## src/rtl/core/edge_hash_lookup_or_insert_macros.svh

```systemverilog
// Assertion macros for the edge hash lookup/insert block.
// Every macro samples on clock and is disabled while reset is high.
`ifndef EDGE_HASH_LOOKUP_OR_INSERT_MACROS_SVH
`define EDGE_HASH_LOOKUP_OR_INSERT_MACROS_SVH
`ifndef NO_ASSERTIONS
// plain property, checked at every edge
`define EHL_ASSERT(label, prop, msg) \
   label: assert property (@(posedge clock) disable iff (reset) (prop)) else $error(msg);
// same-cycle implication
`define EHL_ASSERT_IMPLY(label, ante, cons, msg) \
   label: assert property (@(posedge clock) disable iff (reset) (ante) |-> (cons)) \
      else $error(msg);
// next-cycle implication
`define EHL_ASSERT_NEXT(label, ante, cons, msg) \
   label: assert property (@(posedge clock) disable iff (reset) (ante) |=> (cons)) \
      else $error(msg);
`else
`define EHL_ASSERT(label, prop, msg)
`define EHL_ASSERT_IMPLY(label, ante, cons, msg)
`define EHL_ASSERT_NEXT(label, ante, cons, msg)
`endif
`endif

```

## src/rtl/core/ehl_pkg.sv

```systemverilog
`timescale 1ns / 1ps
package ehl_pkg;

   // table geometry
   localparam int BUCKET_COUNT = 1024;
   localparam int ENTRY_COUNT  = 4096;
   localparam int BUCKET_AW    = $clog2(BUCKET_COUNT);
   localparam int ENTRY_AW     = $clog2(ENTRY_COUNT);
   localparam int CNT_W        = BUCKET_AW + 1;   // effective bucket count
   localparam int USED_W       = ENTRY_AW + 1;    // 0..ENTRY_COUNT
   localparam int LINK_W       = ENTRY_AW + 1;    // valid + entry number

   // field widths
   localparam int POINT_W = 24;
   localparam int MAT_W   = 8;
   localparam int NB_W    = 11;
   localparam int KEY_W   = 2 * POINT_W + MAT_W;
   localparam int ENTRY_W = KEY_W + LINK_W;

   // stream packing
   localparam int REQ_DATA_W = ((KEY_W + 7) / 8) * 8;
   localparam int RSP_DATA_W = ((ENTRY_AW + 7) / 8) * 8;
   localparam int RSP_USER_W = 2;

   // hash arithmetic
   localparam int HASH_W    = 32;
   localparam int COEF_W    = 18;
   localparam int MAC_STEPS = 3;
   localparam int STEP_W    = $clog2(MAC_STEPS);
   localparam int DIV_CNT_W = $clog2(HASH_W);

   localparam logic [COEF_W-1:0] COEF_MAT = COEF_W'(521);
   localparam logic [COEF_W-1:0] COEF_LO  = COEF_W'(18457);
   localparam logic [COEF_W-1:0] COEF_HI  = COEF_W'(234749);

   localparam logic [STEP_W-1:0] STEP_MAT = STEP_W'(0);
   localparam logic [STEP_W-1:0] STEP_LO  = STEP_W'(1);

   // multiplier constant for each accumulate step
   function automatic logic [COEF_W-1:0] hash_coef(input logic [STEP_W-1:0] step);
      logic [COEF_W-1:0] coef;
      case (step)
         STEP_MAT: coef = COEF_MAT;
         STEP_LO:  coef = COEF_LO;
         default:  coef = COEF_HI;
      endcase
      return coef;
   endfunction

   // hash unit status toward the sequencer
   typedef struct packed {
      logic                 done;
      logic [BUCKET_AW-1:0] bucket;
   } hash_status_type;

endpackage

```

## src/rtl/core/ehl_hash.sv

```systemverilog
`timescale 1ns / 1ps
`include "edge_hash_lookup_or_insert_macros.svh"
module ehl_hash (
   input  logic                          clock,
   input  logic                          reset,
   input  logic                          start,
   input  logic [ehl_pkg::POINT_W-1:0]   lo,
   input  logic [ehl_pkg::POINT_W-1:0]   hi,
   input  logic [ehl_pkg::MAT_W-1:0]     mat,
   input  logic [ehl_pkg::CNT_W-1:0]     n_eff,
   output ehl_pkg::hash_status_type      status
);
   import ehl_pkg::*;

   localparam logic [2:0] H_IDLE = 3'd0;
   localparam logic [2:0] H_MAC  = 3'd1;
   localparam logic [2:0] H_ABS  = 3'd2;
   localparam logic [2:0] H_DIV  = 3'd3;
   localparam logic [2:0] H_FIX  = 3'd4;

   logic [2:0]            state_ff, state_in;
   logic [HASH_W-1:0]     acc_ff, acc_in;
   logic [STEP_W-1:0]     step_ff, step_in;
   logic [HASH_W-1:0]     div_ff, div_in;
   logic [BUCKET_AW-1:0]  rem_ff, rem_in;
   logic [DIV_CNT_W-1:0]  cnt_ff, cnt_in;
   logic                  neg_ff, neg_in;
   logic                  done_ff, done_in;
   logic [BUCKET_AW-1:0]  bucket_ff, bucket_in;

   logic [POINT_W-1:0]        mul_a;
   logic [COEF_W-1:0]         mul_b;
   logic [POINT_W+COEF_W-1:0] prod;
   logic [CNT_W-1:0]          trial;
   logic [CNT_W-1:0]          trial_sub;

   // shared multiplier: one term of the key sum per step
   always_comb begin
      case (step_ff)
         STEP_MAT: mul_a = POINT_W'(mat);
         STEP_LO:  mul_a = lo;
         default:  mul_a = hi;
      endcase
      mul_b = hash_coef(step_ff);
      prod  = mul_a * mul_b;
   end

   // one restoring remainder step per cycle
   assign trial     = {rem_ff, div_ff[HASH_W-1]};
   assign trial_sub = trial - n_eff;

   always_comb begin
      state_in  = state_ff;
      acc_in    = acc_ff;
      step_in   = step_ff;
      div_in    = div_ff;
      rem_in    = rem_ff;
      cnt_in    = cnt_ff;
      neg_in    = neg_ff;
      done_in   = 1'b0;
      bucket_in = bucket_ff;
      case (state_ff)
         H_IDLE: begin
            if (start) begin
               acc_in   = '0;
               step_in  = '0;
               state_in = H_MAC;
            end
         end
         H_MAC: begin
            acc_in  = acc_ff + prod[HASH_W-1:0];
            step_in = step_ff + 1'b1;
            if (step_ff == STEP_W'(MAC_STEPS - 1)) begin
               state_in = H_ABS;
            end
         end
         H_ABS: begin
            // divide the magnitude, fix the sign afterward
            neg_in   = acc_ff[HASH_W-1];
            div_in   = acc_ff[HASH_W-1] ? (~acc_ff + 1'b1) : acc_ff;
            rem_in   = '0;
            cnt_in   = '0;
            state_in = H_DIV;
         end
         H_DIV: begin
            rem_in = (trial >= n_eff) ? trial_sub[BUCKET_AW-1:0] : trial[BUCKET_AW-1:0];
            div_in = div_ff << 1;
            cnt_in = cnt_ff + 1'b1;
            if (cnt_ff == '1) begin
               state_in = H_FIX;
            end
         end
         H_FIX: begin
            // negative sum: bucket count minus the remainder
            if (neg_ff && (rem_ff != '0)) begin
               bucket_in = BUCKET_AW'(n_eff - CNT_W'(rem_ff));
            end else begin
               bucket_in = rem_ff;
            end
            done_in  = 1'b1;
            state_in = H_IDLE;
         end
         default: begin
            state_in = H_IDLE;
         end
      endcase
   end

   always_ff @(posedge clock) begin
      if (reset) begin
         state_ff <= H_IDLE;
         done_ff  <= 1'b0;
      end else begin
         state_ff <= state_in;
         done_ff  <= done_in;
      end
      acc_ff    <= acc_in;
      step_ff   <= step_in;
      div_ff    <= div_in;
      rem_ff    <= rem_in;
      cnt_ff    <= cnt_in;
      neg_ff    <= neg_in;
      bucket_ff <= bucket_in;
   end

   assign status.done   = done_ff;
   assign status.bucket = bucket_ff;

   `EHL_ASSERT_NEXT(a_done_pulse, done_ff, !done_ff, "hash done held longer than one cycle")
   `EHL_ASSERT_IMPLY(a_bucket_range, done_ff, CNT_W'(bucket_ff) < n_eff, "bucket beyond count")
   `EHL_ASSERT_IMPLY(a_start_idle, start, state_ff == H_IDLE, "hash started while busy")

endmodule
```

## config.mk

```make
export PLATFORM = sky130hd
export DESIGN_NAME = ehl_hash
export DESIGN_NICKNAME = d
export VERILOG_FILES = /design/src/rtl/core/ehl_pkg.sv /design/src/rtl/core/ehl_hash.sv
export VERILOG_INCLUDE_DIRS = /design/src /design/src/rtl/core
export SDC_FILE = /design/constraint.sdc
export NUM_CORES = 1
export LEC_CHECK = 0
export BUFFER_PORTS_ARGS = -buffer_cell sky130_fd_sc_hd__buf_2
export CAP_MARGIN = 25
export CORE_MARGIN = 2
export CORE_UTILIZATION = 35
export DETAILED_ROUTE_END_ITERATION = 10
export MAX_ROUTING_LAYER = met4
export PLACE_DENSITY = 0.49
export SLEW_MARGIN = 20
export SYNTH_ARGS = -nofsm -noshare
export SYNTH_HDL_FRONTEND = slang
export SYNTH_SLANG_ARGS = --single-unit
```

## constraint.sdc

```tcl
create_clock -name clock -period 7.2 [get_ports clock]
set_input_delay 1.44 -clock clock [delete_from_list [all_inputs] [get_ports clock]]
set_output_delay 1.44 -clock clock [all_outputs]
set_load 0.03 [all_outputs]
```

### Yosys cells after proc, flatten, opt, wreduce, memory -nomap -nowiden

Cells that the tools add are included.

* bits in registers: 96
* input bits: 70
* output and inout port bits: 11
* logic and storage cells: 53

* $add $sub $neg: 6
* $mul: 1
* magnitude comparators: 1
* eq/ne operators: 10
* multiplexer cells: 17
* bitwise gates (word level): 1
* reductions and logical operators: 8

Operators by type and width (count)
* case mux 32 bit (2 select lines): 2
* 2-to-1 mux 32 bit: 2
* case mux 24 bit (2 select lines): 1
* case mux 18 bit (2 select lines): 1
* adder 32 x 1 -> 32 bit, second input constant: 1
* adder 32 bit: 1
* multiplier 24 x 18 -> 32 bit: 1
* NOT 32 bit: 1
* 2-to-1 mux 10 bit: 2
* case mux 10 bit (2 select lines): 1
* subtractor 10 bit: 2
* case mux 3 bit (4 select lines): 1
* greater-or-equal comparator 11 bit: 1
* case mux 5 bit (2 select lines): 1
* nonzero test 10 bit: 1
* 2-to-1 mux 3 bit: 3
* == test 3 x 2 -> 1 bit, second input constant: 2
* inequality test 2 bit, second input constant: 3
* adder 5 x 1 -> 5 bit, second input constant: 1
* == test 5 bit, second input constant: 1
* case mux 2 bit (2 select lines): 1
* nonzero test 2 bit: 2
* == test 3 x 1 -> 1 bit, second input constant: 1
* == test 3 bit, second input constant: 1
* other kinds (10): 10

### Logic depth before layout (Yosys ltp)

Gate-level depths: netlist of the first run.

* depth in word-level cells: 5
* mapped depth: 30
* depth with buffers taken out: 28

### Worst setup path after synthesis of the first run

Ideal clock, no wire load.

* path kind: input -> register
* from: input port hi[8] (netlist bit)
* to: register acc_ff[31] (data pin)
* setup time: 254 ps
* data arrival time: 7041 ps
* data required time: 6946 ps
* setup slack: -94 ps
* stages on the path: 24
* buffers on the path: 0
* cell sequence: and2_1 -> inv_1 -> nand2_1 -> inv_1 -> nor2_1 -> fa_1 -> fa_1 -> inv_1 -> fa_1 -> inv_1 -> fa_1 -> fa_1 -> inv_1 -> fa_1 -> inv_1 -> ha_1 -> a21oi_1 -> o21ai_0 -> a2111o_1 -> a31oi_1 -> o21ai_0 -> a41oi_1 -> o21ai_0 -> a21o_1

* word-level cells in the longest chain between the ends: 4

RTL lines
* from (decl): line ehl_hash.sv:8 `input logic [ehl_pkg::POINT_W-1:0] hi,`
* case mux 24 bit (2 select lines): line ehl_hash.sv:39 `case (step_ff)`
* multiplier 24 x 18 -> 32 bit: line ehl_hash.sv:45 `prod = mul_a * mul_b;`
* adder 32 bit: line ehl_hash.sv:71 `acc_in = acc_ff + prod[HASH_W-1:0];`
* case mux 32 bit (2 select lines): line ehl_hash.sv:62 `case (state_ff)`
* to (signal assigned): line ehl_hash.sv:117 `acc_ff <= acc_in;`
* to (decl): line ehl_hash.sv:22 `logic [HASH_W-1:0] acc_ff, acc_in;`

Every way passes these cells.
A chain may end at the register's enable or synchronous reset.

### Worst setup path in the final report of the first run

* from: input port hi[7] (netlist bit)
* to: register acc_ff[31] (data pin)

Same word-level chain as after synthesis.

==> reports/metrics.yaml, run 1 <==
status:
  outcome: "completed"
timing:
  fin_skew_ps: 12.5
  tightestPinTransition_ps: 944
  worst_slew_margin_rel: 0.369
  setup_viol: 0
  fin_crit_ps: 7030
  fmax_mhz: 142
  hold_violations: 0
  final_max_slew_viol_count: 0
  fin_crit_sh: 0.977
  hold_ws_ps: 543
yosys:
  seq_area_frac_synth: 0.177
  synth_warnings: 0
  synth.net_count: 2163
  edff_count_synth: 92
  avgSynthCellArea_um2: 9.71
  ys_types: 58
  synth_flop_cell: "sky130_fd_sc_hd__edfxtp_1"
  synth_async_sr_flop_share: 0
  netlist_area_mm2: 0.0160
  netlist_instances: 1650
  yosys_register_bits: 96
clock_network:
  cts_num_sinks: 96
  cts_buffer_depth: 2
  tritoncts_clock_tree: "built"
  worst_setup_hold_path_clk_slew_ps: 70
  clock_tree.root_cell: "sky130_fd_sc_hd__clkbuf_16"
  ctsHtreeMaxLevel: 3
  tritoncts_buffers: 9
  worst_skew_pair.late_latency_ps: 350
floorplan:
  number_of_ports_placed_on_the_die_boundary: 81
  fp.dieW_um: 218
  row_count: 78
  dieArea_mm2: 0.0475
  die_h_um: 218
  coreArea_mm2: 0.0453
  initial_utilization: 0.354
global_route:
  grt-ovfl-total: 0
  largest_net_degree_at_the_start_of_global_routing: 66
  grt_pass1_wl_mm: 63.8
  groute.usage.overall: 0.178
  first_global_vias: 12053
  grt_antenna_before_repair: 0
worst_setup_path:
  critical_path.reg2reg.startpoint: "step_ff[0]"
  worst_setup_path_end_kind: "register"
  worstPathRequired_ps: 7310
  rrSetupSlack_ps: 230
  regToRegEndpoint: "acc_ff[31]"
  critical_path_class: "primary input to register"
  setup.worst_path.end: "acc_ff[31]"
  worstSetupStartpoint: "hi[7]"
  timing.critical_path.fanout_max: 5
  rr_worst_depth: 28
  worstPathArrival_ps: 7150
  critPathLaunchType: "primary input"
routing:
  initial_drt_markers: 410
  remaining_antenna_violation_count_after_routing: 0
  wirelength_mm: 39.4
  route.detailed.drc: 0
  wire_per_inst_um: 16.1
  dr.pass1.iters: 5
  num_vias: 11322
  route.detailed.vias_per_inst: 4.63
placed_design:
  globalplace.congestion: 0.866
  number_of_input_and_output_port_buffers_inserted: 80
  dp.final_hpwl_mm: 34.9
worst_hold_path:
  hold_path_class: "register to register"
layout:
  num-nets-final: 2356
  layout_commonest_cell: "sky130_fd_sc_hd__inv_1"
  area_delta_synth_final_pct: 15.7
  drive_above_1_share: 0.152
  n_antenna_cell: 0
  layout.cells.most_common_list: "sky130_fd_sc_hd__inv_1, sky130_fd_sc_hd__fa_1, sky130_fd_sc_hd__ha_1"
flow_run:
  cap_viol_max_count: 0
-- area by class of cell --
type | instances | area [µm²]
clock buffer | 9 | 225
clock inverter | 7 | 63.8
fill | 4529 | 26700
inverter | 468 | 1760
multi-input combinational | 1053 | 11500
sequential | 96 | 2840
tap | 600 | 751
timing repair buffer | 215 | 1440
-- synthesized netlist by cell type (5+ instances only) --
| cell type | n | area (µm²) |
|---|---|---|
| sky130_fd_sc_hd__a211oi_1 | 10 | 75.1 |
| sky130_fd_sc_hd__a21boi_0 | 7 | 52.6 |
| sky130_fd_sc_hd__a21o_1 | 16 | 120 |
| sky130_fd_sc_hd__a21oi_1 | 63 | 315 |
| sky130_fd_sc_hd__a221o_1 | 8 | 80.1 |
| sky130_fd_sc_hd__and2_1 | 49 | 307 |
| sky130_fd_sc_hd__and3_1 | 13 | 81.3 |
| sky130_fd_sc_hd__clkbuf_1 | 31 | 116 |
| sky130_fd_sc_hd__edfxtp_1 | 92 | 2760 |
| sky130_fd_sc_hd__fa_1 | 272 | 5450 |
| sky130_fd_sc_hd__ha_1 | 171 | 2140 |
| sky130_fd_sc_hd__inv_1 | 468 | 1760 |
| sky130_fd_sc_hd__mux2i_1 | 10 | 100 |
| sky130_fd_sc_hd__nand2_1 | 72 | 270 |
| sky130_fd_sc_hd__nand2b_1 | 13 | 81.3 |
| sky130_fd_sc_hd__nand3_1 | 13 | 65.1 |
| sky130_fd_sc_hd__nand4_1 | 6 | 37.5 |
| sky130_fd_sc_hd__nor2_1 | 89 | 334 |
| sky130_fd_sc_hd__nor2b_1 | 15 | 93.8 |
| sky130_fd_sc_hd__nor3_1 | 19 | 95.1 |
| sky130_fd_sc_hd__nor3b_1 | 5 | 37.5 |
| sky130_fd_sc_hd__o211ai_1 | 5 | 37.5 |
| sky130_fd_sc_hd__o21a_1 | 7 | 52.6 |
| sky130_fd_sc_hd__o21ai_0 | 32 | 160 |
| sky130_fd_sc_hd__o21bai_1 | 5 | 37.5 |
| sky130_fd_sc_hd__o31ai_1 | 15 | 113 |
| sky130_fd_sc_hd__or2_2 | 5 | 31.3 |
| sky130_fd_sc_hd__or3_1 | 10 | 62.6 |
| sky130_fd_sc_hd__xnor2_1 | 60 | 526 |
| sky130_fd_sc_hd__xor2_1 | 21 | 184 |
-- registers in the layout, summed over array words and instances, names as in the netlist --
| register | count |
|---|---|
| acc_ff | 32 |
| div_ff | 32 |
| step_ff | 2 |
| neg_ff | 1 |
| bucket_ff | 10 |
| cnt_ff | 5 |
| done_ff | 1 |
| rem_ff | 10 |
| state_ff | 3 |
-- worst max-delay path, stage by stage --
cell	delay (ps)
sky130_fd_sc_hd__buf_2	80
sky130_fd_sc_hd__and2_1	220
sky130_fd_sc_hd__a221o_1	250
sky130_fd_sc_hd__nand2b_1	110
sky130_fd_sc_hd__fa_1	420
sky130_fd_sc_hd__inv_1	70
sky130_fd_sc_hd__fa_1	430
sky130_fd_sc_hd__inv_1	90
sky130_fd_sc_hd__fa_1	400
sky130_fd_sc_hd__inv_1	80
sky130_fd_sc_hd__fa_1	450
sky130_fd_sc_hd__fa_1	550
sky130_fd_sc_hd__inv_1	50
sky130_fd_sc_hd__fa_1	470
sky130_fd_sc_hd__inv_1	50
sky130_fd_sc_hd__ha_1	310
sky130_fd_sc_hd__nand3_1	110
sky130_fd_sc_hd__a211oi_2	240
sky130_fd_sc_hd__buf_4	160
sky130_fd_sc_hd__a2111o_1	170
sky130_fd_sc_hd__a31oi_4	120
sky130_fd_sc_hd__o21ai_4	230
sky130_fd_sc_hd__a41oi_2	180
sky130_fd_sc_hd__o2111a_1	290
sky130_fd_sc_hd__a21o_1	150
-- metal layers --
metal  vias up  track usage  share of wire
met1      5660        0.232           0.45
met3        30       0.0163          0.020
met5         -            -              0
met2       108        0.302           0.51
li1       5524            -              -
met4         0       0.0361          0.018
-- per-stage QoR --
stage          instances   util  setup slack, ps  TNS [ps]  area, µm²
2_1_floorplan       1650      -             17.7         0      16000
3_3_place_gp        2427  0.399             -373     -2700      18100
3_5_place_dp        2427  0.399             -430     -3160      18100
4_1_cts             2443  0.406             1.92         0      18400
5_1_grt             2448  0.409            -23.0     -68.3      18500
6_report            2448  0.409              167         0      18500
-- kinds of logic after synthesis --
group                    Yosys count  share of synthesized area
XOR/XNOR                          81                     0.0443
buffers and inverters            501                      0.118
flip-flops                        96                      0.177
AND/OR/NAND/NOR                  320                     0.0994
AO/OA/AOI/OAI                    199                     0.0814
multiplexers                      10                    0.00625
adder cells (fa/ha/maj)          443                      0.474
-- timing repair --
item | CTS | global route
setup endpoints to repair | 3 | 11
buffers inserted | 0 | 5
resized for setup | 2 | 32
hold buffers | 0 | 0
pin swaps | 0 | 10
-- worst min path at each step --
stage / start / slack, ps / depth (start not counted) / end
6_report: state_ff[2] / 540 / 1 / state_ff[0]
5_1_grt: state_ff[2] / 580 / 1 / state_ff[0]
4_1_cts: state_ff[2] / 540 / 1 / state_ff[0]
3_5_place_dp: state_ff[2] / 520 / 1 / state_ff[0]
3_3_place_gp: state_ff[2] / 520 / 1 / state_ff[1]
2_1_floorplan: state_ff[2] / 470 / 1 / state_ff[0]
Power of run 1 is left out: the tool's default activity adds up to more than one toggle a clock period on the data nets, which glitch-free logic cannot reach.
==> run 2, diff against run 1 <==
Settings changed: CTS_BUF_LIST set to sky130_fd_sc_hd__clkbuf_8, PLACE_DENSITY 0.49 to 0.51.
==> reports/metrics.yaml, run 2 (synthesis gave the netlist of run 1 again) <==
floorplan:
  coreArea_mm2: 0.0453  # unchanged
  initial_utilization: 0.354  # unchanged
  die_h_um: 218  # unchanged
  dieArea_mm2: 0.0475  # unchanged
  row_count: 78  # unchanged
  fp.dieW_um: 218  # unchanged
  number_of_ports_placed_on_the_die_boundary: 81  # unchanged
clock_network:
  ctsHtreeMaxLevel: 3  # unchanged
  cts_num_sinks: 96  # unchanged
  worst_skew_pair.late_latency_ps: 380  # +30 ps
  post_cts_hold_buffer_count: 0  # unchanged
  clock_tree.root_cell: "sky130_fd_sc_hd__clkbuf_8"
  cts_buffer_depth: 2  # unchanged
  worst_setup_hold_path_clk_slew_ps: 90  # +20 ps
  tritoncts_buffers: 9  # unchanged
  tritoncts_clock_tree: "built"
timing:
  hold_violations: 0  # unchanged
  hold_ws_ps: 540  # -2.73 ps
  setup_viol: 0  # unchanged
  fin_skew_ps: 16.0  # +3.56 ps
  tightestPinTransition_ps: 932  # -12.2 ps
  final_max_slew_viol_count: 0  # unchanged
  worst_slew_margin_rel: 0.377  # +0.00776
  fin_crit_ps: 6990  # -42.3 ps
  fin_crit_sh: 0.971  # -0.00588
  fmax_mhz: 143  # +0.61%
layout:
  final_cell_area_mm2: 0.0184  # -0.94%
  num-nets-final: 2352  # -0.17%
  layout.cells.most_common_list: "sky130_fd_sc_hd__inv_1, sky130_fd_sc_hd__fa_1, sky130_fd_sc_hd__ha_1"
  layout_commonest_cell: "sky130_fd_sc_hd__inv_1"
  num-fill-cells: 4654  # +2.8%
  area_delta_synth_final_pct: 14.6
  fin_cells: 2445  # -0.12%
  drive_above_1_share: 0.146  # -0.00564
  reg_top3: "acc_ff (32), div_ff (32)"
worst_setup_path:
  critPathLaunchType: "primary input"
  critical_path.reg2reg.startpoint: "step_ff[1]"
  worst_setup_path_end_kind: "register"
  max_stage_delay_ps: 570  # +20 ps
  timing.critical_path.fanout_max: 4  # -1
  rr_worst_depth: 24  # -14%
  critPathBufInv: 3  # -4
  crit_family: "adder cells"
  rrSetupSlack_ps: 290  # +60 ps
  regToRegEndpoint: "acc_ff[31]"
  critical_path_class: "primary input to register"
  worstPathRequired_ps: 7340  # +30 ps
  cell_breakdown_of_the_critical_path: "buf_2 -> and2_1 -> a221o_1 -> and2_1 -> fa_1 -> fa_1 -> fa_1 -> fa_1 -> fa_1 -> inv_1 -> fa_1 -> inv_1 -> ha_1 -> a21oi_2 -> o21ai_1 -> nor4b_2 -> o21ai_4 -> a41oi_2 -> o21ai_0 -> a21o_1"
  crit_path_top_delay_cell: "sky130_fd_sc_hd__fa_1"
  critPathMostFrequentCell: "sky130_fd_sc_hd__fa_1"
  worstPathArrival_ps: 7140  # about the same
global_route:
  grt_pass1_wl_mm: 64.1  # +0.43%
  first_global_vias: 12037  # -0.13%
  groute.usage.overall: 0.179  # +0.00119
  grt-ovfl-total: 0  # unchanged
  grt_antenna_before_repair: 2  # +2
  largest_net_degree_at_the_start_of_global_routing: 53  # -20%
placed_design:
  placedInstanceArea_mm2: 0.0181  # about the same
  globalplace.congestion: 0.924  # +6.7%
  placed_cells_incl_taps: 2426  # -0.041%
  dp.final_hpwl_mm: 35.3  # +1.3%
  number_of_input_and_output_port_buffers_inserted: 80  # unchanged
status:
  outcome: "completed"
routing:
  num_vias: 11402  # +0.71%
  remaining_antenna_violation_count_after_routing: 0  # unchanged
  route.detailed.vias_per_inst: 4.66  # +0.83%
  initial_drt_markers: 520  # +27%
  route.detailed.drc: 0  # unchanged
  wirelength_mm: 39.7  # +0.58%
  dr.pass1.iters: 6  # +1
  wire_per_inst_um: 16.2  # +0.71%
worst_hold_path:
  hold_path_class: "register to register"
  worst_hold_startpoint: "state_ff[2]"
  worstHoldEndpoint: "state_ff[1]"
  whs_path_depth: 1  # unchanged
flow_run:
  cap_viol_max_count: 0  # unchanged
==> run 2: how the worst max path moves through the flow <==
stage / from / to / slack [ps] / depth (start not counted)
finish: hi[7] / acc_ff[31] / 210 / 20
global route: hi[7] / acc_ff[31] / -30 / 20
CTS: hi[10] / acc_ff[28] / 60 / 25
detailed placement: hi[10] / acc_ff[28] / -330 / 25
global placement: hi[10] / acc_ff[28] / -320 / 25
floorplan: hi[8] / acc_ff[30] / 20 / 24
==> run 2: through the flow <==
| stage | worst slack (ps) | setup TNS, ps | util |
|---|---|---|---|
| after floorplan | 17.7 | 0 | - |
| after global routing | -31.1 | -35.5 | 0.406 |
| final | 209 | 0 | 0.406 |
| after CTS | 61.8 | 0 | 0.403 |
| after global placement | -324 | -2510 | 0.399 |
| after detailed placement | -326 | -2630 | 0.399 |
==> run 2: worst register-to-register path: cells and delay by family, from the launching register on <==
kind	cells	cell delay (ps)
flip-flops	1	410
AO/OA/AOI/OAI	7	1270
AND/OR/NAND/NOR	4	840
buffers and inverters	5	540
adder cells (fa/ha/maj)	8	3600
==> run 2: layout make-up <==
class                      instances  area [µm²]  share of cell area
clock inverter                     7        41.3             0.00225
timing repair buffer             211        1410              0.0769
clock buffer                       9         124             0.00675
sequential                        96        2840               0.155
inverter                         468        1760              0.0957
tap                              600         751              0.0409
multi-input combinational       1053       11400               0.623
antenna                            1        2.50            0.000136
==> run 2: what timing repair did <==
item	CTS	global route
endpoints found under the setup margin	0	12
resized for setup	0	31
buffers inserted	0	2
==> run 2: layer usage <==
| metal | vias up | track usage | wire length [µm] |
|---|---|---|---|
| li1 | 5505 | - | - |
| met1 | 5704 | 0.236 | 17900 |
| met2 | 159 | 0.300 | 19800 |
| met3 | 34 | 0.0199 | 1190 |
| met4 | 0 | 0.0347 | 711 |
| met5 | - | - | 0 |
Power of run 2 is left out for the same reason.
==> run 3, diff against run 2 <==
Settings changed: CORE_UTILIZATION 35 to 57, PLACE_DENSITY 0.51 to 0.77, SETUP_SLACK_MARGIN set to 0.2, SLEW_MARGIN 20 to unset.
==> reports/metrics.yaml, run 3 (synthesis gave the netlist of run 1 again) <==
worst_setup_path:
  critPathBufInv: 7  # +4
  worstPathArrival_ps: 7020  # -120 ps
  worstPathRequired_ps: 7330  # about the same
  crit_path_top_delay_cell: "sky130_fd_sc_hd__fa_1"
  crit_family: "adder cells"
  timing.critical_path.fanout_max: 4  # unchanged
  critPathMostFrequentCell: "sky130_fd_sc_hd__fa_1"
  cell_breakdown_of_the_critical_path: "buf_2 -> and2_1 -> a21oi_2 -> fa_1 -> inv_1 -> fa_1 -> inv_2 -> fa_1 -> fa_1 -> inv_2 -> fa_1 -> inv_1 -> fa_1 -> inv_2 -> ha_4 -> nand3_2 -> a211oi_2 -> buf_4 -> a2111o_1 -> a31oi_4 -> o21ai_4 -> a41oi_2 -> o2111a_1 -> a21o_1"
  critical_path_class: "primary input to register"
  critPathLaunchType: "primary input"
  max_stage_delay_ps: 560  # about the same
  worst_setup_path_end_kind: "register"
routing:
  wirelength_mm: 37.8  # -4.6%
  initial_drt_markers: 763  # +47%
  num_vias: 11553  # +1.3%
  dr.pass1.iters: 6  # unchanged
  route.detailed.vias_per_inst: 5.26  # +13%
  wire_per_inst_um: 17.2  # +6.1%
  remaining_antenna_violation_count_after_routing: 0  # unchanged
  route.detailed.drc: 0  # unchanged
layout:
  layout_commonest_cell: "sky130_fd_sc_hd__inv_1"
  drive_above_1_share: 0.152  # +0.00640
  post_route_core_utilization: 0.654  # +0.249
  reg_top3: "acc_ff (32), div_ff (32)"
  area_delta_synth_final_pct: 13.1
  layout.cells.most_common_list: "sky130_fd_sc_hd__inv_1, sky130_fd_sc_hd__fa_1, sky130_fd_sc_hd__ha_1"
  num-nets-final: 2327  # -1.1%
placed_design:
  number_of_input_and_output_port_buffers_inserted: 80  # unchanged
  dp.final_hpwl_mm: 32.3  # -8.7%
  globalplace.congestion: 0.980  # +6.1%
global_route:
  groute.usage.overall: 0.274  # +0.0948
  grt-ovfl-total: 0  # unchanged
  grt_antenna_before_repair: 1  # -1
  first_global_vias: 12009  # -0.23%
  grt_pass1_wl_mm: 59.8  # -6.7%
  largest_net_degree_at_the_start_of_global_routing: 75  # +42%
floorplan:
  number_of_ports_placed_on_the_die_boundary: 81  # unchanged
  coreArea_mm2: 0.0277  # -39%
  die_h_um: 172  # -21%
  fp.dieW_um: 172  # -21%
  row_count: 61  # -22%
  dieArea_mm2: 0.0295  # -38%
  initial_utilization: 0.578  # +0.224
timing:
  fin_crit_sh: 0.957  # -0.0138
  final_max_slew_viol_count: 0  # unchanged
  fin_skew_ps: 11.6  # -4.40 ps
  fin_crit_ps: 6890  # -99.5 ps
  hold_violations: 0  # unchanged
  worst_slew_margin_rel: 0.421  # +0.0436
  fmax_mhz: 145  # +1.4%
  setup_viol: 0  # unchanged
  grt_setup_unrepaired: "true"
  tightestPinTransition_ps: 867  # -65.2 ps
flow_run:
  cap_viol_max_count: 0  # unchanged
status:
  outcome: "completed"
clock_network:
  clock_tree.root_cell: "sky130_fd_sc_hd__clkbuf_8"
  cts_buffer_depth: 2  # unchanged
  post_cts_hold_buffer_count: 0  # unchanged
  ctsHtreeMaxLevel: 3  # unchanged
  tritoncts_clock_tree: "built"
  cts_num_sinks: 96  # unchanged
  worst_setup_hold_path_clk_slew_ps: 100  # about the same
  worst_skew_pair.late_latency_ps: 360  # -20 ps
  tritoncts_buffers: 9  # unchanged
worst_hold_path:
  hold_path_class: "register to register"
## run 3: metal layers
layer  up-vias  global-route usage  wire length (µm)
met1      5769               0.350             15800
li1       5463                   -                 -
met3        58              0.0433              1870
met2       263               0.461             19300
met4         0              0.0656               924
met5         -                   -                 0
## run 3: timing repair
item	in CTS	in global routing
resized for setup	7	50
endpoints found under the setup margin	8	13
setup buffers	0	9
cloned	0	1
pin swaps	3	33
## run 3: cell type report
type	instances	area (µm²)
multi-input cells	1053	11600
fillers	2227	9580
flip-flops and latches	96	2840
inverters	468	1760
repair buffers	186	1260
well taps	378	473
clock buffers	11	151
clock inverters	5	55.1
diodes	1	2.50
## run 3: path summary, 6_finish.rpt
kind,start,to,slack (ps),cells after the start
worst max-delay path,hi[10],acc_ff[31],310,24
worst min-delay path,state_ff[2],state_ff[0],550,1
worst max register to register,step_ff[1],acc_ff[27],370,26
worst min register to register,state_ff[2],state_ff[0],550,1
## run 3: metrics by stage
stage          TNS [ps]  area [µm²]  std cells  hold slack, ps  setup slack (ps)
2_1_floorplan         0       16100       1650             471               238
3_3_place_gp       -646       17600       2170             515              -116
3_5_place_dp      -2160       17600       2170             533              -251
4_1_cts               0       17800       2186             548               203
5_1_grt               0       18100       2198             586               165
6_report              0       18100       2198             550               309
Power of run 3 is left out for the same reason.
