**config.mk**
```make
export PLATFORM = sky130hd
export DESIGN_NAME = ehl_ram
export DESIGN_NICKNAME = d
export VERILOG_FILES = /design/src/rtl/core/edge_hash_lookup_or_insert_macros.svh /design/src/rtl/core/ehl_ram.sv
export SDC_FILE = /design/constraint.sdc
export NUM_CORES = 1
export LEC_CHECK = 0
export BUFFER_PORTS_ARGS = -buffer_cell sky130_fd_sc_hd__buf_4
export CORE_UTILIZATION = 51
export CTS_BUF_LIST = sky130_fd_sc_hd__clkbuf_4
export DETAILED_ROUTE_END_ITERATION = 10
export PLACE_DENSITY = 0.64
export SLEW_MARGIN = 25
export SYNTH_ARGS = -nofsm -noshare
export SYNTH_HDL_FRONTEND = slang
export SYNTH_SLANG_ARGS = --single-unit
```
**constraint.sdc**
```tcl
create_clock -name clock -period 4.2 [get_ports clock]
set_clock_uncertainty 0.05 [all_clocks]
set_input_delay 0.21 -clock clock [delete_from_list [all_inputs] [get_ports clock]]
set_output_delay 0.21 -clock clock [all_outputs]
set_load 0.01 [all_outputs]
```
**src/rtl/core/edge_hash_lookup_or_insert_macros.svh**
```systemverilog
// Assertion macros for the edge hash lookup/insert block.
// Every macro samples on clock and is disabled while reset is high.
`ifndef EDGE_HASH_LOOKUP_OR_INSERT_MACROS_SVH
`define EDGE_HASH_LOOKUP_OR_INSERT_MACROS_SVH
`ifndef NO_ASSERTIONS
// plain property, checked at every edge
`define EHL_ASSERT(label, prop, msg) \
   label: assert property (@(posedge clock) disable iff (reset) (prop)) else $error(msg);
// same-cycle implication
`define EHL_ASSERT_IMPLY(label, ante, cons, msg) \
   label: assert property (@(posedge clock) disable iff (reset) (ante) |-> (cons)) \
      else $error(msg);
// next-cycle implication
`define EHL_ASSERT_NEXT(label, ante, cons, msg) \
   label: assert property (@(posedge clock) disable iff (reset) (ante) |=> (cons)) \
      else $error(msg);
`else
`define EHL_ASSERT(label, prop, msg)
`define EHL_ASSERT_IMPLY(label, ante, cons, msg)
`define EHL_ASSERT_NEXT(label, ante, cons, msg)
`endif
`endif

```
**src/rtl/core/ehl_ram.sv**
```systemverilog
`timescale 1ns / 1ps
module ehl_ram #(
   parameter int WIDTH = 8,
   parameter int DEPTH = 16,
   localparam int AW   = $clog2(DEPTH)
) (
   input  logic             clock,
   input  logic             wr_en,
   input  logic [AW-1:0]    wr_addr,
   input  logic [WIDTH-1:0] wr_data,
   input  logic [AW-1:0]    rd_addr,
   output logic [WIDTH-1:0] rd_data
);

   logic [WIDTH-1:0] mem_ff [DEPTH];
   logic [WIDTH-1:0] rd_data_ff;

   // one write port, one registered read port
   always_ff @(posedge clock) begin
      if (wr_en) begin
         mem_ff[wr_addr] <= wr_data;
      end
      rd_data_ff <= mem_ff[rd_addr];
   end

   assign rd_data = rd_data_ff;

endmodule

```
* After elaboration in Yosys (flattened, before gate mapping)
Memory sizes are Yosys's and may differ from the RTL's. A register that Yosys moved wholly into a read port is not among the register bits.
Cells that the tools add are included.
** Storage, ports and cells
- Register bits :: 0
- Bits in writable memories :: 128
- Input port bits :: 18
- Output and inout port bits :: 8
- Logic and storage cells :: 3
- Memories :: 1
** Memory list
- mem_ff :: words 16, width 8, read ports 1, clocked after Yosys merged registers in 1, write ports 1, RTL line ehl_ram.sv:15 : logic [WIDTH-1:0] mem_ff [DEPTH];
** Cells by class
- Mux-type cells :: 2
** Operator list (number)
- two-way mux 1 bit :: 2

* Logic depth before layout (Yosys ltp)
Gate-level depths: netlist of run 1.
- Depth in word-level cells :: 2
- Gate-level depth with buffers :: 5
- Depth with buffers taken out :: 3

* Worst setup path before layout of run 1
No wires, ideal clock.
- Kind :: in2reg
- Start :: input port wr_addr[2]
- End :: memory mem_ff[0][0] (enable)
- Library setup time :: 383 ps
- Arrival :: 1320 ps
- Required time :: 3767 ps
- Setup slack :: 2447 ps
- Stages :: 2
- Path buffers :: 0
- Path through :: or3b_2 nor3_1
** RTL lines
- start, declared :: RTL line ehl_ram.sv:9 : input logic [AW-1:0] wr_addr,
- end, declared :: RTL line ehl_ram.sv:15
No word-level cell before the write port.

* Worst setup path in the final report of run 1
- Start :: input port wr_addr[2]
- End :: memory mem_ff[3][2] (enable)
No word-level cell before the write port.

==> flow_summary.html, run 1 <==
<table>
<tr><th>Metric</th><th>Value</th></tr>
<tr><th colspan="2">Detailed routing</th></tr>
<tr><td>Number of design rule violations left after detail routing</td><td>0</td></tr>
<tr><td>Drt first-iter violations</td><td>161</td></tr>
<tr><td>Total number of vias</td><td>2369</td></tr>
<tr><td>Via density per instance</td><td>5.65</td></tr>
<tr><td>WL final</td><td>9.23 mm</td></tr>
<tr><td>Number of nets still failing antenna checks after routing</td><td>0</td></tr>
<tr><td>Routed length on met3</td><td>523 um</td></tr>
<tr><td>Final routed wire length divided by cell count</td><td>22.0 um</td></tr>
<tr><td>Highest metal used</td><td>met4</td></tr>
<tr><td>DR pass1 iterations</td><td>4</td></tr>
<tr><td>Wire length on met2</td><td>4.47 mm</td></tr>
<tr><td>Routed length on met1</td><td>4.16 mm</td></tr>
<tr><th colspan="2">Layout</th></tr>
<tr><td>Flip-flop and latch area</td><td>4000 um2</td></tr>
<tr><td>Final net count</td><td>291</td></tr>
<tr><td>Multi-input logic area</td><td>1070 um2</td></tr>
<tr><td>Layout fillers</td><td>713</td></tr>
<tr><td>Share of the core filled with cells in the final layout</td><td>59.7%</td></tr>
<tr><td>Layout area overhead</td><td>13.4%</td></tr>
<tr><td>Final Cell Area</td><td>5840 um2</td></tr>
<tr><td>Proportion of layout cells with a drive suffix above 1</td><td>26.6%</td></tr>
<tr><td># diodes</td><td>0</td></tr>
<tr><th colspan="2">Global routing</th></tr>
<tr><td>Global router's overall resource usage</td><td>20.0%</td></tr>
<tr><td>Wire length of the first global-routing pass</td><td>14.0 mm</td></tr>
<tr><td>Number of antenna violations at the first check in global routing</td><td>0</td></tr>
<tr><td>Vias in the first global route</td><td>2420</td></tr>
<tr><td>Maximum number of pins on one net before global-route repair</td><td>33</td></tr>
<tr><td>Aggregate global routing overflow</td><td>0</td></tr>
<tr><th colspan="2">Floorplanning</th></tr>
<tr><td>Io pins</td><td>26</td></tr>
<tr><td>Number of core rows</td><td>36</td></tr>
<tr><td>Core area</td><td>9770 um2</td></tr>
<tr><td>Die Area</td><td>10500 um2</td></tr>
<tr><td>Initial core utilization</td><td>52.7%</td></tr>
<tr><td>Die Height</td><td>102 um</td></tr>
<tr><td>Chip Width</td><td>102 um</td></tr>
<tr><th colspan="2">Clock network</th></tr>
<tr><td>Source-to-sink clock delay at the later pin of the worst-skew pair</td><td>0.51 ns</td></tr>
<tr><td>Clock Tree Root</td><td>sky130_fd_sc_hd__clkbuf_4</td></tr>
<tr><td>Buffers inserted by post-CTS timing repair</td><td>0</td></tr>
<tr><td>Clock tree from TritonCTS</td><td>yes</td></tr>
<tr><td>Max clock buf depth</td><td>2</td></tr>
<tr><td>Number of buffers added by the clock tree synthesis step</td><td>17</td></tr>
<tr><td>Clock transition at the registers of the reported paths</td><td>0.11 ns</td></tr>
<tr><td># clock sinks</td><td>136</td></tr>
<tr><td>Hold buffer count at cts</td><td>8</td></tr>
<tr><td>Count of instances resized after the clock tree is built</td><td>0</td></tr>
<tr><td>CTS H-Tree Depth</td><td>4</td></tr>
<tr><th colspan="2">Worst setup path</th></tr>
<tr><td>Maximum fanout encountered on the critical timing path</td><td>8</td></tr>
<tr><td>Critical path data required time</td><td>4.28 ns</td></tr>
<tr><td>Start-to-end type of the worst setup path</td><td>in -&gt; reg</td></tr>
<tr><td>Setup slack, reg-to-reg</td><td>2.77 ns</td></tr>
<tr><td>Crit path arrival time</td><td>1.52 ns</td></tr>
<tr><td>Crit path launch type</td><td>input pin</td></tr>
<tr><td>Cell count of the worst reg-to-reg path</td><td>3</td></tr>
<tr><td>Setup crit end kind</td><td>flop</td></tr>
<tr><th colspan="2">Synthesis</th></tr>
<tr><td>Total of flip-flops plus latches after synthesis</td><td>136</td></tr>
<tr><td>Mapped cell area</td><td>5150 um2</td></tr>
<tr><td>Mean instance size in the synthesized netlist</td><td>22.5 um2</td></tr>
<tr><td>Cell variety after synth</td><td>19</td></tr>
<tr><td>Number of warning messages in the yosys log</td><td>0</td></tr>
<tr><td>Post-synthesis cell count</td><td>229</td></tr>
<tr><td>Sequential element share of the synthesized area</td><td>77.8%</td></tr>
<tr><td>Synthesized netlist net count</td><td>247</td></tr>
<tr><th colspan="2">Power</th></tr>
<tr><td>Worst voltage drop across the vdd grid</td><td>0.215 mV</td></tr>
<tr><td>Total power per unit cell area</td><td>446 nW/um2</td></tr>
<tr><td>Leakage Power</td><td>1.92 nW</td></tr>
<tr><th colspan="2">STA</th></tr>
<tr><td>Worst rel slew slack</td><td>35.4%</td></tr>
<tr><td>Fmax</td><td>0.698 GHz</td></tr>
<tr><td>Setup violators final</td><td>0</td></tr>
<tr><td>Unrepaired setup endpoints after global routing</td><td>false</td></tr>
<tr><td>Shortest period the worst path allows</td><td>1.43 ns</td></tr>
<tr><td>Min setup slack post-route</td><td>2.77 ns</td></tr>
<tr><td>Final period util</td><td>34.1%</td></tr>
<tr><td>Count of final hold-check violations</td><td>0</td></tr>
<tr><td>Number of pins exceeding their max-slew limit in the final report</td><td>0</td></tr>
<tr><td>Worst-Margin Slew</td><td>0.965 ns</td></tr>
<tr><td>Sum of negative setup slack</td><td>0 ns</td></tr>
<tr><th colspan="2">Outcome</th></tr>
<tr><td>Outcome</td><td>finished clean</td></tr>
<tr><th colspan="2">Min path</th></tr>
<tr><td>Worst hold path class</td><td>in -&gt; reg</td></tr>
<tr><td>WHS Path Cells</td><td>2</td></tr>
<tr><th colspan="2">Flow run</th></tr>
<tr><td>Max Cap Viol</td><td>0</td></tr>
<tr><th colspan="2">Placement</th></tr>
<tr><td>Instance area at placement</td><td>5440 um2</td></tr>
<tr><td>DP HPWL</td><td>5.63 mm</td></tr>
<tr><td>Worst slack, placed</td><td>2.02 ns</td></tr>
<tr><td>Placer congestion estimate</td><td>0.704</td></tr>
<tr><td>Count of buffers from port buffering</td><td>25</td></tr>
</table>
placed cells by master, fill, tap and decap left out:
cell,netlist,final
sky130_fd_sc_hd__nor3_1,4,2
sky130_fd_sc_hd__clkinv_1,0,4
sky130_fd_sc_hd__mux4_1,14,14
sky130_fd_sc_hd__clkinv_2,0,1
sky130_fd_sc_hd__nand3b_1,2,2
sky130_fd_sc_hd__dfxtp_1,8,8
sky130_fd_sc_hd__nor2_1,13,13
sky130_fd_sc_hd__nand2b_1,2,2
sky130_fd_sc_hd__nor3_2,0,2
sky130_fd_sc_hd__and2_1,1,1
sky130_fd_sc_hd__dlygate4sd3_1,0,8
sky130_fd_sc_hd__nand3_1,1,1
sky130_fd_sc_hd__clkbuf_4,0,18
sky130_fd_sc_hd__clkinvlp_4,0,2
sky130_fd_sc_hd__a22oi_1,16,16
sky130_fd_sc_hd__mux4_2,18,18
sky130_fd_sc_hd__buf_4,1,27
sky130_fd_sc_hd__bufinv_16,0,4
sky130_fd_sc_hd__clkinv_4,0,3
sky130_fd_sc_hd__or3b_2,1,1
sky130_fd_sc_hd__nor2b_1,1,1
sky130_fd_sc_hd__edfxtp_1,128,128
sky130_fd_sc_hd__and2b_1,1,1
sky130_fd_sc_hd__nand2_1,9,9
metrics by stage:
stage | std cells | hold slack [ns] | power, mW
after global placement | 379 | 0.471 | 1.70
after detailed placement | 379 | 0.479 | 1.70
after floorplan | 229 | 0.259 | 1.63
after global routing | 419 | 0.0329 | 2.70
after CTS | 419 | 0.0668 | 2.62
final | 419 | 0.0687 | 2.60
cell families (layout without fill, tap and decap cells):
family	count (synthesis)	after routing	synth area share [%]
AO/OA/AOI/OAI	16	16	2.33
buffers and inverters	10	67	1.68
flip-flops	136	136	77.8
multiplexers	32	32	15.0
AND/OR/NAND/NOR	35	35	3.18
state kept, by name (all words and copies together) (netlist names):
name     flops
mem_ff     128
rd_data      8
layout make-up:
type                       instances  share of cell area, %
timing repair buffer              35                   4.84
sequential                       136                   68.6
clock buffer                      18                   2.32
multi-input combinational         83                   18.3
clock inverter                    14                   3.11
tap                              133                   2.85
routing by layer:
metal / track usage (%) / up-vias
li1: - / 1063
met1: 28.4 / 1225
met2: 30.0 / 75
met3: 5.81 / 6
met4: 6.92 / 0
met5: 0 / -
where the power goes:
part | internal [mW] | leakage, nW | switching, mW | total (mW)
Clock | 0.473 | 0.162 | 0.458 | 0.931
Combinational | 0.0683 | 0.537 | 0.0799 | 0.148
Sequential | 1.51 | 1.22 | 0.00845 | 1.52
Yosys cell counts, drive strengths merged:
cell	instances	area (um2)
nand2	9	33.8
buf	7	56.3
clkdlybuf4s25	3	30.0
mux4	32	773
dfxtp	8	160
and2	1	6.26
a22oi	16	120
or3b	1	8.76
nand3	1	5.00
nor2b	1	6.26
nand3b	2	15.0
nor3	4	20.0
nor2	13	48.8
nand2b	2	12.5
edfxtp	128	3840
and2b	1	7.51
path summary, 6_finish.rpt:
check	startpoint	to
max	wr_addr[2]	mem_ff[3][2]
min	wr_addr[1]	mem_ff[0][0]
max reg2reg	mem_ff[1][0]	rd_data[0]
min reg2reg	mem_ff[15][2]	rd_data[2]
worst max-delay path, stage by stage:
cell                     delay, ns
sky130_fd_sc_hd__buf_4        0.12
sky130_fd_sc_hd__or3b_2       0.51
sky130_fd_sc_hd__nor2_1       0.68
Power figures use the tool's default switching activity.
==> run 2, diff against run 1 <==
--- a/config.mk
+++ b/config.mk
@@ -5,11 +5,12 @@
 export SDC_FILE = /design/constraint.sdc
 export NUM_CORES = 1
 export LEC_CHECK = 0
+export ABC_AREA = 1
 export BUFFER_PORTS_ARGS = -buffer_cell sky130_fd_sc_hd__buf_4
 export CORE_UTILIZATION = 51
 export CTS_BUF_LIST = sky130_fd_sc_hd__clkbuf_4
 export DETAILED_ROUTE_END_ITERATION = 10
-export PLACE_DENSITY = 0.64
+export PLACE_DENSITY = 0.67
 export SLEW_MARGIN = 25
 export SYNTH_ARGS = -nofsm -noshare
 export SYNTH_HDL_FRONTEND = slang
==> constraint.sdc (replaced) <==
create_clock -name clock -period 1.25 [get_ports clock]
set_clock_uncertainty 0.05 [all_clocks]
set_input_delay 0.0625 -clock clock [delete_from_list [all_inputs] [get_ports clock]]
set_output_delay 0.0625 -clock clock [all_outputs]
set_load 0.01 [all_outputs]
==> run 2 against run 1 <==
Effect of this change: critical path depth up 5; worst setup slack got worse by 2.7 ns; largest power group unchanged; sequential share of layout area shrank 8.4 points; hold slack improved by 0.029 ns; clock power increased to 3.4 times the previous value.
==> flow_summary.html, run 2 <==
<table>
<tr><th>Metric</th><th>Value</th></tr>
<tr><th colspan="2">STA</th></tr>
<tr><td>Count of final hold-check violations</td><td>0</td></tr>
<tr><td>Final-layout worst hold slack</td><td>0.0976 ns</td></tr>
<tr><td>Unrepaired setup endpoints after global routing</td><td>false</td></tr>
<tr><td>Final period util</td><td>95.5%</td></tr>
<tr><td>Worst-Margin Slew</td><td>0.300 ns</td></tr>
<tr><td>Sum of negative setup slack</td><td>0 ns</td></tr>
<tr><td>Shortest period the worst path allows</td><td>1.19 ns</td></tr>
<tr><td>Min setup slack post-route</td><td>0.0562 ns</td></tr>
<tr><td>Number of pins exceeding their max-slew limit in the final report</td><td>0</td></tr>
<tr><td>Fmax</td><td>0.838 GHz</td></tr>
<tr><td>Setup violators final</td><td>0</td></tr>
<tr><td>Worst rel slew slack</td><td>80.0%</td></tr>
<tr><th colspan="2">Global routing</th></tr>
<tr><td>Vias in the first global route</td><td>3776</td></tr>
<tr><td>Global router's overall resource usage</td><td>23.8%</td></tr>
<tr><td>Aggregate global routing overflow</td><td>0</td></tr>
<tr><td>Maximum number of pins on one net before global-route repair</td><td>65</td></tr>
<tr><td>Number of antenna violations at the first check in global routing</td><td>0</td></tr>
<tr><td>Wire length of the first global-routing pass</td><td>19.8 mm</td></tr>
<tr><th colspan="2">Clock network</th></tr>
<tr><td>Source-to-sink clock delay at the later pin of the worst-skew pair</td><td>0.53 ns</td></tr>
<tr><td># clock sinks</td><td>136</td></tr>
<tr><td>Max clock buf depth</td><td>2</td></tr>
<tr><td>Clock transition at the registers of the reported paths</td><td>0.12 ns</td></tr>
<tr><td>Number of buffers added by the clock tree synthesis step</td><td>17</td></tr>
<tr><td>Clock tree from TritonCTS</td><td>yes</td></tr>
<tr><td>CTS H-Tree Depth</td><td>4</td></tr>
<tr><td>Clock Tree Root</td><td>sky130_fd_sc_hd__clkbuf_4</td></tr>
<tr><td>Buffers inserted by post-CTS timing repair</td><td>0</td></tr>
<tr><th colspan="2">Layout</th></tr>
<tr><td>Layout fillers</td><td>904</td></tr>
<tr><td>Register with the most flip-flops</td><td>mem_ff</td></tr>
<tr><td>Proportion of layout cells with a drive suffix above 1</td><td>13.7%</td></tr>
<tr><td>Flip-flop count of the largest register, all copies and words added</td><td>128</td></tr>
<tr><td>Most common cell after layout, fill and taps aside</td><td>sky130_fd_sc_hd__nand2_1</td></tr>
<tr><td>Final net count</td><td>625</td></tr>
<tr><td>Final non-filler cell total</td><td>760</td></tr>
<tr><td>Layout area overhead</td><td>15.3%</td></tr>
<tr><td>Commonest cells after routing, fill and taps aside</td><td>sky130_fd_sc_hd__nand2_1, sky130_fd_sc_hd__edfxtp_1, sky130_fd_sc_hd__inv_1</td></tr>
<tr><td># diodes</td><td>0</td></tr>
<tr><th colspan="2">Detailed routing</th></tr>
<tr><td>DR pass1 iterations</td><td>5</td></tr>
<tr><td>Number of design rule violations left after detail routing</td><td>0</td></tr>
<tr><td>Via density per instance</td><td>5.04</td></tr>
<tr><td>Total number of vias</td><td>3829</td></tr>
<tr><td>Drt first-iter violations</td><td>219</td></tr>
<tr><td>Number of nets still failing antenna checks after routing</td><td>0</td></tr>
<tr><td>Final routed wire length divided by cell count</td><td>16.4 um</td></tr>
<tr><td>WL final</td><td>12.5 mm</td></tr>
<tr><th colspan="2">Synthesis</th></tr>
<tr><td>Largest cells by area after synthesis</td><td>sky130_fd_sc_hd__edfxtp_1, sky130_fd_sc_hd__nand2_1, sky130_fd_sc_hd__nand3_1</td></tr>
<tr><td>Ys flop type</td><td>sky130_fd_sc_hd__edfxtp_1</td></tr>
<tr><td>Total of flip-flops plus latches after synthesis</td><td>136</td></tr>
<tr><td>Sequential element share of the synthesized area</td><td>69.4%</td></tr>
<tr><td>Synthesized netlist net count</td><td>569</td></tr>
<tr><td>Mapped cell area</td><td>5770 um2</td></tr>
<tr><td>Dominant cell by count in the synthesized netlist</td><td>sky130_fd_sc_hd__nand2_1</td></tr>
<tr><td>EDFF count, synth</td><td>128</td></tr>
<tr><td>Most frequent cells after synthesis</td><td>sky130_fd_sc_hd__nand2_1, sky130_fd_sc_hd__edfxtp_1, sky130_fd_sc_hd__inv_1, sky130_fd_sc_hd__nand3_1, sky130_fd_sc_hd__nor2_1</td></tr>
<tr><td>Share of the synthesized area in the top cell type</td><td>66.7%</td></tr>
<tr><td>Number of warning messages in the yosys log</td><td>0</td></tr>
<tr><td>Cell variety after synth</td><td>12</td></tr>
<tr><td>Post-synthesis cell count</td><td>551</td></tr>
<tr><td>Mean instance size in the synthesized netlist</td><td>10.5 um2</td></tr>
<tr><td>Fraction of synthesis flops using an asynchronous set or reset pin</td><td>0%</td></tr>
<tr><td>Cell type with the highest aggregate area in the netlist</td><td>sky130_fd_sc_hd__edfxtp_1</td></tr>
<tr><th colspan="2">Floorplanning</th></tr>
<tr><td>Io pins</td><td>26</td></tr>
<tr><td>Initial core utilization</td><td>52.7%</td></tr>
<tr><td>Die Height</td><td>108 um</td></tr>
<tr><td>Core area</td><td>10900 um2</td></tr>
<tr><td>Die Area</td><td>11700 um2</td></tr>
<tr><td>Number of core rows</td><td>38</td></tr>
<tr><td>Chip Width</td><td>108 um</td></tr>
<tr><th colspan="2">Worst setup path</th></tr>
<tr><td>Maximum fanout encountered on the critical timing path</td><td>32</td></tr>
<tr><td>Crit path launch type</td><td>input pin</td></tr>
<tr><td>Critical path data required time</td><td>1.68 ns</td></tr>
<tr><td>Start-to-end type of the worst setup path</td><td>in -&gt; reg</td></tr>
<tr><td>Setup crit end kind</td><td>flop</td></tr>
<tr><td>Crit path arrival time</td><td>1.63 ns</td></tr>
<tr><th colspan="2">Power</th></tr>
<tr><td>Int Power</td><td>6.94 mW</td></tr>
<tr><td>Seq pwr share</td><td>57.1%</td></tr>
<tr><td>Relative contribution of the clock network to total power</td><td>34.9%</td></tr>
<tr><td>Switching share of power</td><td>22.5%</td></tr>
<tr><td>Switching Power</td><td>2.02 mW</td></tr>
<tr><td>Share of power burned in combinational logic</td><td>8.0%</td></tr>
<tr><td>Leakage Power</td><td>2.91 nW</td></tr>
<tr><td>Worst voltage drop across the vdd grid</td><td>0.890 mV</td></tr>
<tr><td>Total power per unit cell area</td><td>1350 nW/um2</td></tr>
<tr><th colspan="2">Outcome</th></tr>
<tr><td>Outcome</td><td>finished clean</td></tr>
<tr><th colspan="2">Placement</th></tr>
<tr><td>DP HPWL</td><td>7.83 mm</td></tr>
<tr><td>Count of buffers from port buffering</td><td>25</td></tr>
<tr><td>Post-Place Cells</td><td>717</td></tr>
<tr><td>Placer congestion estimate</td><td>0.844</td></tr>
<tr><td>Worst slack, placed</td><td>0.0633 ns</td></tr>
<tr><th colspan="2">Flow run</th></tr>
<tr><td>Max Cap Viol</td><td>0</td></tr>
<tr><th colspan="2">Min path</th></tr>
<tr><td>Worst hold path class</td><td>in -&gt; reg</td></tr>
</table>
run 2: cell count changes after synthesis, moves of 4 or more:
cell and change:
sky130_fd_sc_hd__nand2_1 +164, sky130_fd_sc_hd__inv_1 +100, sky130_fd_sc_hd__nand3_1 +96, sky130_fd_sc_hd__mux4_2 -18
sky130_fd_sc_hd__a22oi_1 -16, sky130_fd_sc_hd__mux4_1 -14, sky130_fd_sc_hd__buf_2 +10, sky130_fd_sc_hd__nor2_1 +4
sky130_fd_sc_hd__nor3_1 -4
run 2: final cells by class:
class	count	area [um2]	area share, %
Inverter	102	383	5.76
Timing Repair Buffer	61	552	8.30
Clock buffer	18	135	2.03
Sequential cell	136	4000	60.2
Tap cell	140	175	2.63
Clock inverter	14	181	2.73
Multi-Input combinational cell	289	1220	18.3
run 2: cell families after synthesis:
family        synth area share [%]
flops                         69.4
simple gates                  21.0
buf+inv                       9.52
run 2: per-layer routing:
layer  global-route usage, %  vias up  wire length, um
li1                        -     1884                -
met1                    30.3     1806             5340
met2                    39.8      122             6230
met3                    6.09       17              680
met4                    8.30        0              221
met5                       0        -                0
run 2: metrics by stage:
stage	util (%)	total power, mW	instance area [um2]
after floorplan	-	5.59	5770
after global placement	56.8	5.89	6210
after detailed placement	56.8	5.91	6210
after CTS	60.7	9.02	6640
after global routing	60.8	9.31	6650
final	60.8	8.96	6650
run 2: path summary, 6_finish.rpt:
check / from / endpoint / slack (ns) / depth (start not counted)
max: rd_addr[1] / rd_data[5] / 0.06 / 8
min: wr_en / mem_ff[0][7] / 0.1 / 4
max reg2reg: mem_ff[1][2] / rd_data[2] / 0.14 / 6
min reg2reg: mem_ff[12][2] / rd_data[2] / 0.63 / 6
run 2: worst max-delay path, cell delays in order:
cell and delay (ns):
sky130_fd_sc_hd__dlygate4sd3_1 0.53, sky130_fd_sc_hd__buf_4 0.21, sky130_fd_sc_hd__inv_2 0.09, sky130_fd_sc_hd__buf_12 0.19
sky130_fd_sc_hd__nand3_1 0.13, sky130_fd_sc_hd__nand3_1 0.16, sky130_fd_sc_hd__nand3_1 0.12, sky130_fd_sc_hd__nand2_1 0.11
run 2: power by group through the flow:
stage | registers (mW) | logic, mW | clock network, mW
4_1_cts | 5.12 | 0.715 | 3.18
2_1_floorplan | 5.23 | 0.360 | 0
3_3_place_gp | 5.22 | 0.675 | 0
5_1_grt | 5.13 | 0.788 | 3.39
6_report | 5.12 | 0.712 | 3.13
3_5_place_dp | 5.22 | 0.685 | 0
run 2: timing repair:
item                                    in CTS  in global routing
hold buffers                                11                  0
endpoints found under the setup margin       0                  1
endpoints found under the hold margin      136                  0
gates resized for setup                      0                  2
==> run 3, diff against run 2 <==
--- a/config.mk
+++ b/config.mk
@@ -6,7 +6,7 @@
 export NUM_CORES = 1
 export LEC_CHECK = 0
 export ABC_AREA = 1
-export BUFFER_PORTS_ARGS = -buffer_cell sky130_fd_sc_hd__buf_4
+export BUFFER_PORTS_ARGS = -buffer_cell sky130_fd_sc_hd__buf_2
 export CORE_UTILIZATION = 51
 export CTS_BUF_LIST = sky130_fd_sc_hd__clkbuf_4
 export DETAILED_ROUTE_END_ITERATION = 10
==> run 3 against run 2 <==
Effect of this change: worst setup slack improved by 0.031 ns; clock-buffer cell count increased by 1; hold slack got worse by 0.047 ns; utilization decreased by 1.4 points; via count increased by 0.68%; largest power group unchanged.
==> flow_summary.html, run 3 (synthesis results as in run 2) <==
<table>
<tr><th>Metric</th><th>Value</th></tr>
<tr><th colspan="2">Outcome</th></tr>
<tr><td>Outcome</td><td>finished clean</td></tr>
<tr><th colspan="2">Layout</th></tr>
<tr><td>Layout area overhead</td><td>12.7%</td></tr>
<tr><td>Multi-input logic area</td><td>1210 um2</td></tr>
<tr><td># diodes</td><td>0</td></tr>
<tr><td>Final Cell Area</td><td>6500 um2</td></tr>
<tr><td>Final net count</td><td>623</td></tr>
<tr><td>Flip-flop and latch area</td><td>4000 um2</td></tr>
<tr><td>Most common cell after layout, fill and taps aside</td><td>sky130_fd_sc_hd__nand2_1</td></tr>
<tr><td>Register with the most flip-flops</td><td>mem_ff</td></tr>
<tr><td>Final non-filler cell total</td><td>758</td></tr>
<tr><td>Share of the core filled with cells in the final layout</td><td>59.4%</td></tr>
<tr><td>Flip-flop count of the largest register, all copies and words added</td><td>128</td></tr>
<tr><td>Proportion of layout cells with a drive suffix above 1</td><td>13.1%</td></tr>
<tr><td>Commonest cells after routing, fill and taps aside</td><td>sky130_fd_sc_hd__nand2_1, sky130_fd_sc_hd__edfxtp_1, sky130_fd_sc_hd__inv_1</td></tr>
<tr><td>Layout fillers</td><td>934</td></tr>
<tr><th colspan="2">Floorplanning</th></tr>
<tr><td>Core area</td><td>10900 um2</td></tr>
<tr><td>Die Height</td><td>108 um</td></tr>
<tr><td>Chip Width</td><td>108 um</td></tr>
<tr><td>Io pins</td><td>26</td></tr>
<tr><td>Initial core utilization</td><td>52.7%</td></tr>
<tr><td>Die Area</td><td>11700 um2</td></tr>
<tr><td>Number of core rows</td><td>38</td></tr>
<tr><th colspan="2">Global routing</th></tr>
<tr><td>Maximum number of pins on one net before global-route repair</td><td>65</td></tr>
<tr><td>Wire length of the first global-routing pass</td><td>18.8 mm</td></tr>
<tr><td>Number of antenna violations at the first check in global routing</td><td>0</td></tr>
<tr><td>Vias in the first global route</td><td>3485</td></tr>
<tr><td>Global router's overall resource usage</td><td>23.0%</td></tr>
<tr><td>Aggregate global routing overflow</td><td>0</td></tr>
<tr><th colspan="2">Clock network</th></tr>
<tr><td>Max clock buf depth</td><td>2</td></tr>
<tr><td>CTS H-Tree Depth</td><td>4</td></tr>
<tr><td>Number of buffers added by the clock tree synthesis step</td><td>17</td></tr>
<tr><td>Buffers inserted by post-CTS timing repair</td><td>0</td></tr>
<tr><td>Count of instances resized after the clock tree is built</td><td>0</td></tr>
<tr><td>Clock tree from TritonCTS</td><td>yes</td></tr>
<tr><td>Source-to-sink clock delay at the later pin of the worst-skew pair</td><td>0.51 ns</td></tr>
<tr><td># clock sinks</td><td>136</td></tr>
<tr><td>Clock transition at the registers of the reported paths</td><td>0.11 ns</td></tr>
<tr><td>Clock Tree Root</td><td>sky130_fd_sc_hd__clkbuf_4</td></tr>
<tr><th colspan="2">Detailed routing</th></tr>
<tr><td>Drt first-iter violations</td><td>329</td></tr>
<tr><td>Final routed wire length divided by cell count</td><td>16.3 um</td></tr>
<tr><td>DR pass1 iterations</td><td>5</td></tr>
<tr><td>Via density per instance</td><td>5.09</td></tr>
<tr><td>WL final</td><td>12.4 mm</td></tr>
<tr><td>Total number of vias</td><td>3855</td></tr>
<tr><td>Number of design rule violations left after detail routing</td><td>0</td></tr>
<tr><td>Number of nets still failing antenna checks after routing</td><td>0</td></tr>
<tr><th colspan="2">Worst setup path</th></tr>
<tr><td>Cell count of the worst reg-to-reg path</td><td>6</td></tr>
<tr><td>Top Family by Delay on Critical Path</td><td>flip-flops</td></tr>
<tr><td>Start-to-end type of the worst setup path</td><td>reg -&gt; out</td></tr>
<tr><td>Setup crit end kind</td><td>output port</td></tr>
<tr><td>CP bufs+invs</td><td>1</td></tr>
<tr><td>Maximum fanout encountered on the critical timing path</td><td>1</td></tr>
<tr><td>Slowest cell on the critical path</td><td>sky130_fd_sc_hd__dfxtp_1</td></tr>
<tr><td>Destination of the worst register-to-register timing path</td><td>rd_data[6]</td></tr>
<tr><td>Crit path to</td><td>rd_data[7]</td></tr>
<tr><td>Crit path arrival time</td><td>1.05 ns</td></tr>
<tr><td>Crit path launch type</td><td>flop</td></tr>
<tr><td>Setup slack, reg-to-reg</td><td>0.19 ns</td></tr>
<tr><td>Crit-path cells</td><td>buf_2</td></tr>
<tr><td>Reg-to-reg startpoint</td><td>mem_ff[5][6]</td></tr>
<tr><td>Total stage count of the critical path</td><td>1</td></tr>
<tr><td>Worst Setup SP</td><td>rd_data[7]</td></tr>
<tr><td>Max incr delay on CP</td><td>0.39 ns</td></tr>
<tr><td>Critical path data required time</td><td>1.14 ns</td></tr>
<tr><th colspan="2">Power</th></tr>
<tr><td>Share of power burned in combinational logic</td><td>8.0%</td></tr>
<tr><td>Worst voltage drop across the vdd grid</td><td>0.791 mV</td></tr>
<tr><td>Int Power</td><td>6.50 mW</td></tr>
<tr><td>Total power per unit cell area</td><td>1300 nW/um2</td></tr>
<tr><td>Relative contribution of the clock network to total power</td><td>31.2%</td></tr>
<tr><td>Switching share of power</td><td>22.8%</td></tr>
<tr><td>Switching Power</td><td>1.92 mW</td></tr>
<tr><td>Leakage Power</td><td>2.85 nW</td></tr>
<tr><td>Seq pwr share</td><td>60.8%</td></tr>
<tr><th colspan="2">Placement</th></tr>
<tr><td>Count of buffers from port buffering</td><td>25</td></tr>
<tr><td>Post-Place Cells</td><td>717</td></tr>
<tr><td>Instance area at placement</td><td>6150 um2</td></tr>
<tr><td>Placer congestion estimate</td><td>0.858</td></tr>
<tr><td>Worst slack, placed</td><td>0.0712 ns</td></tr>
<tr><td>DP HPWL</td><td>7.60 mm</td></tr>
<tr><th colspan="2">STA</th></tr>
<tr><td>Sum of negative setup slack</td><td>0 ns</td></tr>
<tr><td>Min setup slack post-route</td><td>0.0868 ns</td></tr>
<tr><td>Worst rel slew slack</td><td>73.1%</td></tr>
<tr><td>Final period util</td><td>93.1%</td></tr>
<tr><td>Number of pins exceeding their max-slew limit in the final report</td><td>0</td></tr>
<tr><td>Setup violators final</td><td>0</td></tr>
<tr><td>Shortest period the worst path allows</td><td>1.16 ns</td></tr>
<tr><td>Worst-Margin Slew</td><td>0.403 ns</td></tr>
<tr><td>Fmax</td><td>0.860 GHz</td></tr>
<tr><td>Count of final hold-check violations</td><td>0</td></tr>
<tr><td>Unrepaired setup endpoints after global routing</td><td>false</td></tr>
<tr><th colspan="2">Min path</th></tr>
<tr><td>Worst hold path class</td><td>in -&gt; reg</td></tr>
<tr><th colspan="2">Flow run</th></tr>
<tr><td>Max Cap Viol</td><td>0</td></tr>
</table>
run 3: cell types whose count changed in the layout (fill, tap and decap cells not counted), moves of 2 or more:
cell / before / now
sky130_fd_sc_hd__buf_4: 44 / 20
sky130_fd_sc_hd__clkinvlp_4: 3 / 1
sky130_fd_sc_hd__buf_2: 0 / 25
sky130_fd_sc_hd__bufinv_16: 4 / 2
sky130_fd_sc_hd__dlygate4sd3_1: 11 / 9
sky130_fd_sc_hd__clkinv_1: 0 / 3
run 3: metrics by stage:
stage / hold WS [ns] / power [mW]
finish: 0.0511 / 8.42
global route: 0.0418 / 8.74
CTS: 0.0126 / 8.49
detailed placement: 0.410 / 5.88
global placement: 0.405 / 5.87
floorplan: 0.111 / 5.59
run 3: how the worst min path moves through the flow:
stage | startpoint | endpoint | cells past startpoint
after floorplan | wr_data[0] | mem_ff[0][0] | 0
after global placement | rd_data[1] | rd_data[1] | 1
after detailed placement | rd_data[5] | rd_data[5] | 1
after CTS | rd_addr[2] | rd_data[1] | 5
after global routing | rd_addr[2] | rd_data[4] | 5
final | rd_addr[2] | rd_data[1] | 5
run 3: timing repair:
item | CTS | global route
setup endpoints to repair | 0 | 0
hold buffers | 9 | 0
endpoints found under the hold margin | 136 | 0
run 3: layout make-up:
| class | instances | share of cell area, % |
|---|---|---|
| inverters | 102 | 5.89 |
| clock inverters | 13 | 1.75 |
| flip-flops and latches | 136 | 61.6 |
| clock buffers | 19 | 2.20 |
| repair buffers | 59 | 7.16 |
| well taps | 140 | 2.70 |
| multi-input cells | 289 | 18.7 |
run 3: layer usage:
| metal | wire length (um) | up-vias | global-route usage, % |
|---|---|---|---|
| li1 | - | 1886 | - |
| met4 | 142 | 0 | 7.24 |
| met3 | 922 | 15 | 5.30 |
| met1 | 5230 | 1793 | 32.0 |
| met5 | 0 | - | 0 |
| met2 | 6060 | 161 | 36.2 |
run 3: power groups by stage:
stage / clock, mW / combinational (mW) / sequential [mW]
2_1_floorplan: 0 / 0.360 / 5.23
4_1_cts: 2.69 / 0.681 / 5.12
3_5_place_dp: 0 / 0.657 / 5.23
6_report: 2.62 / 0.675 / 5.12
3_3_place_gp: 0 / 0.646 / 5.22
5_1_grt: 2.86 / 0.746 / 5.13
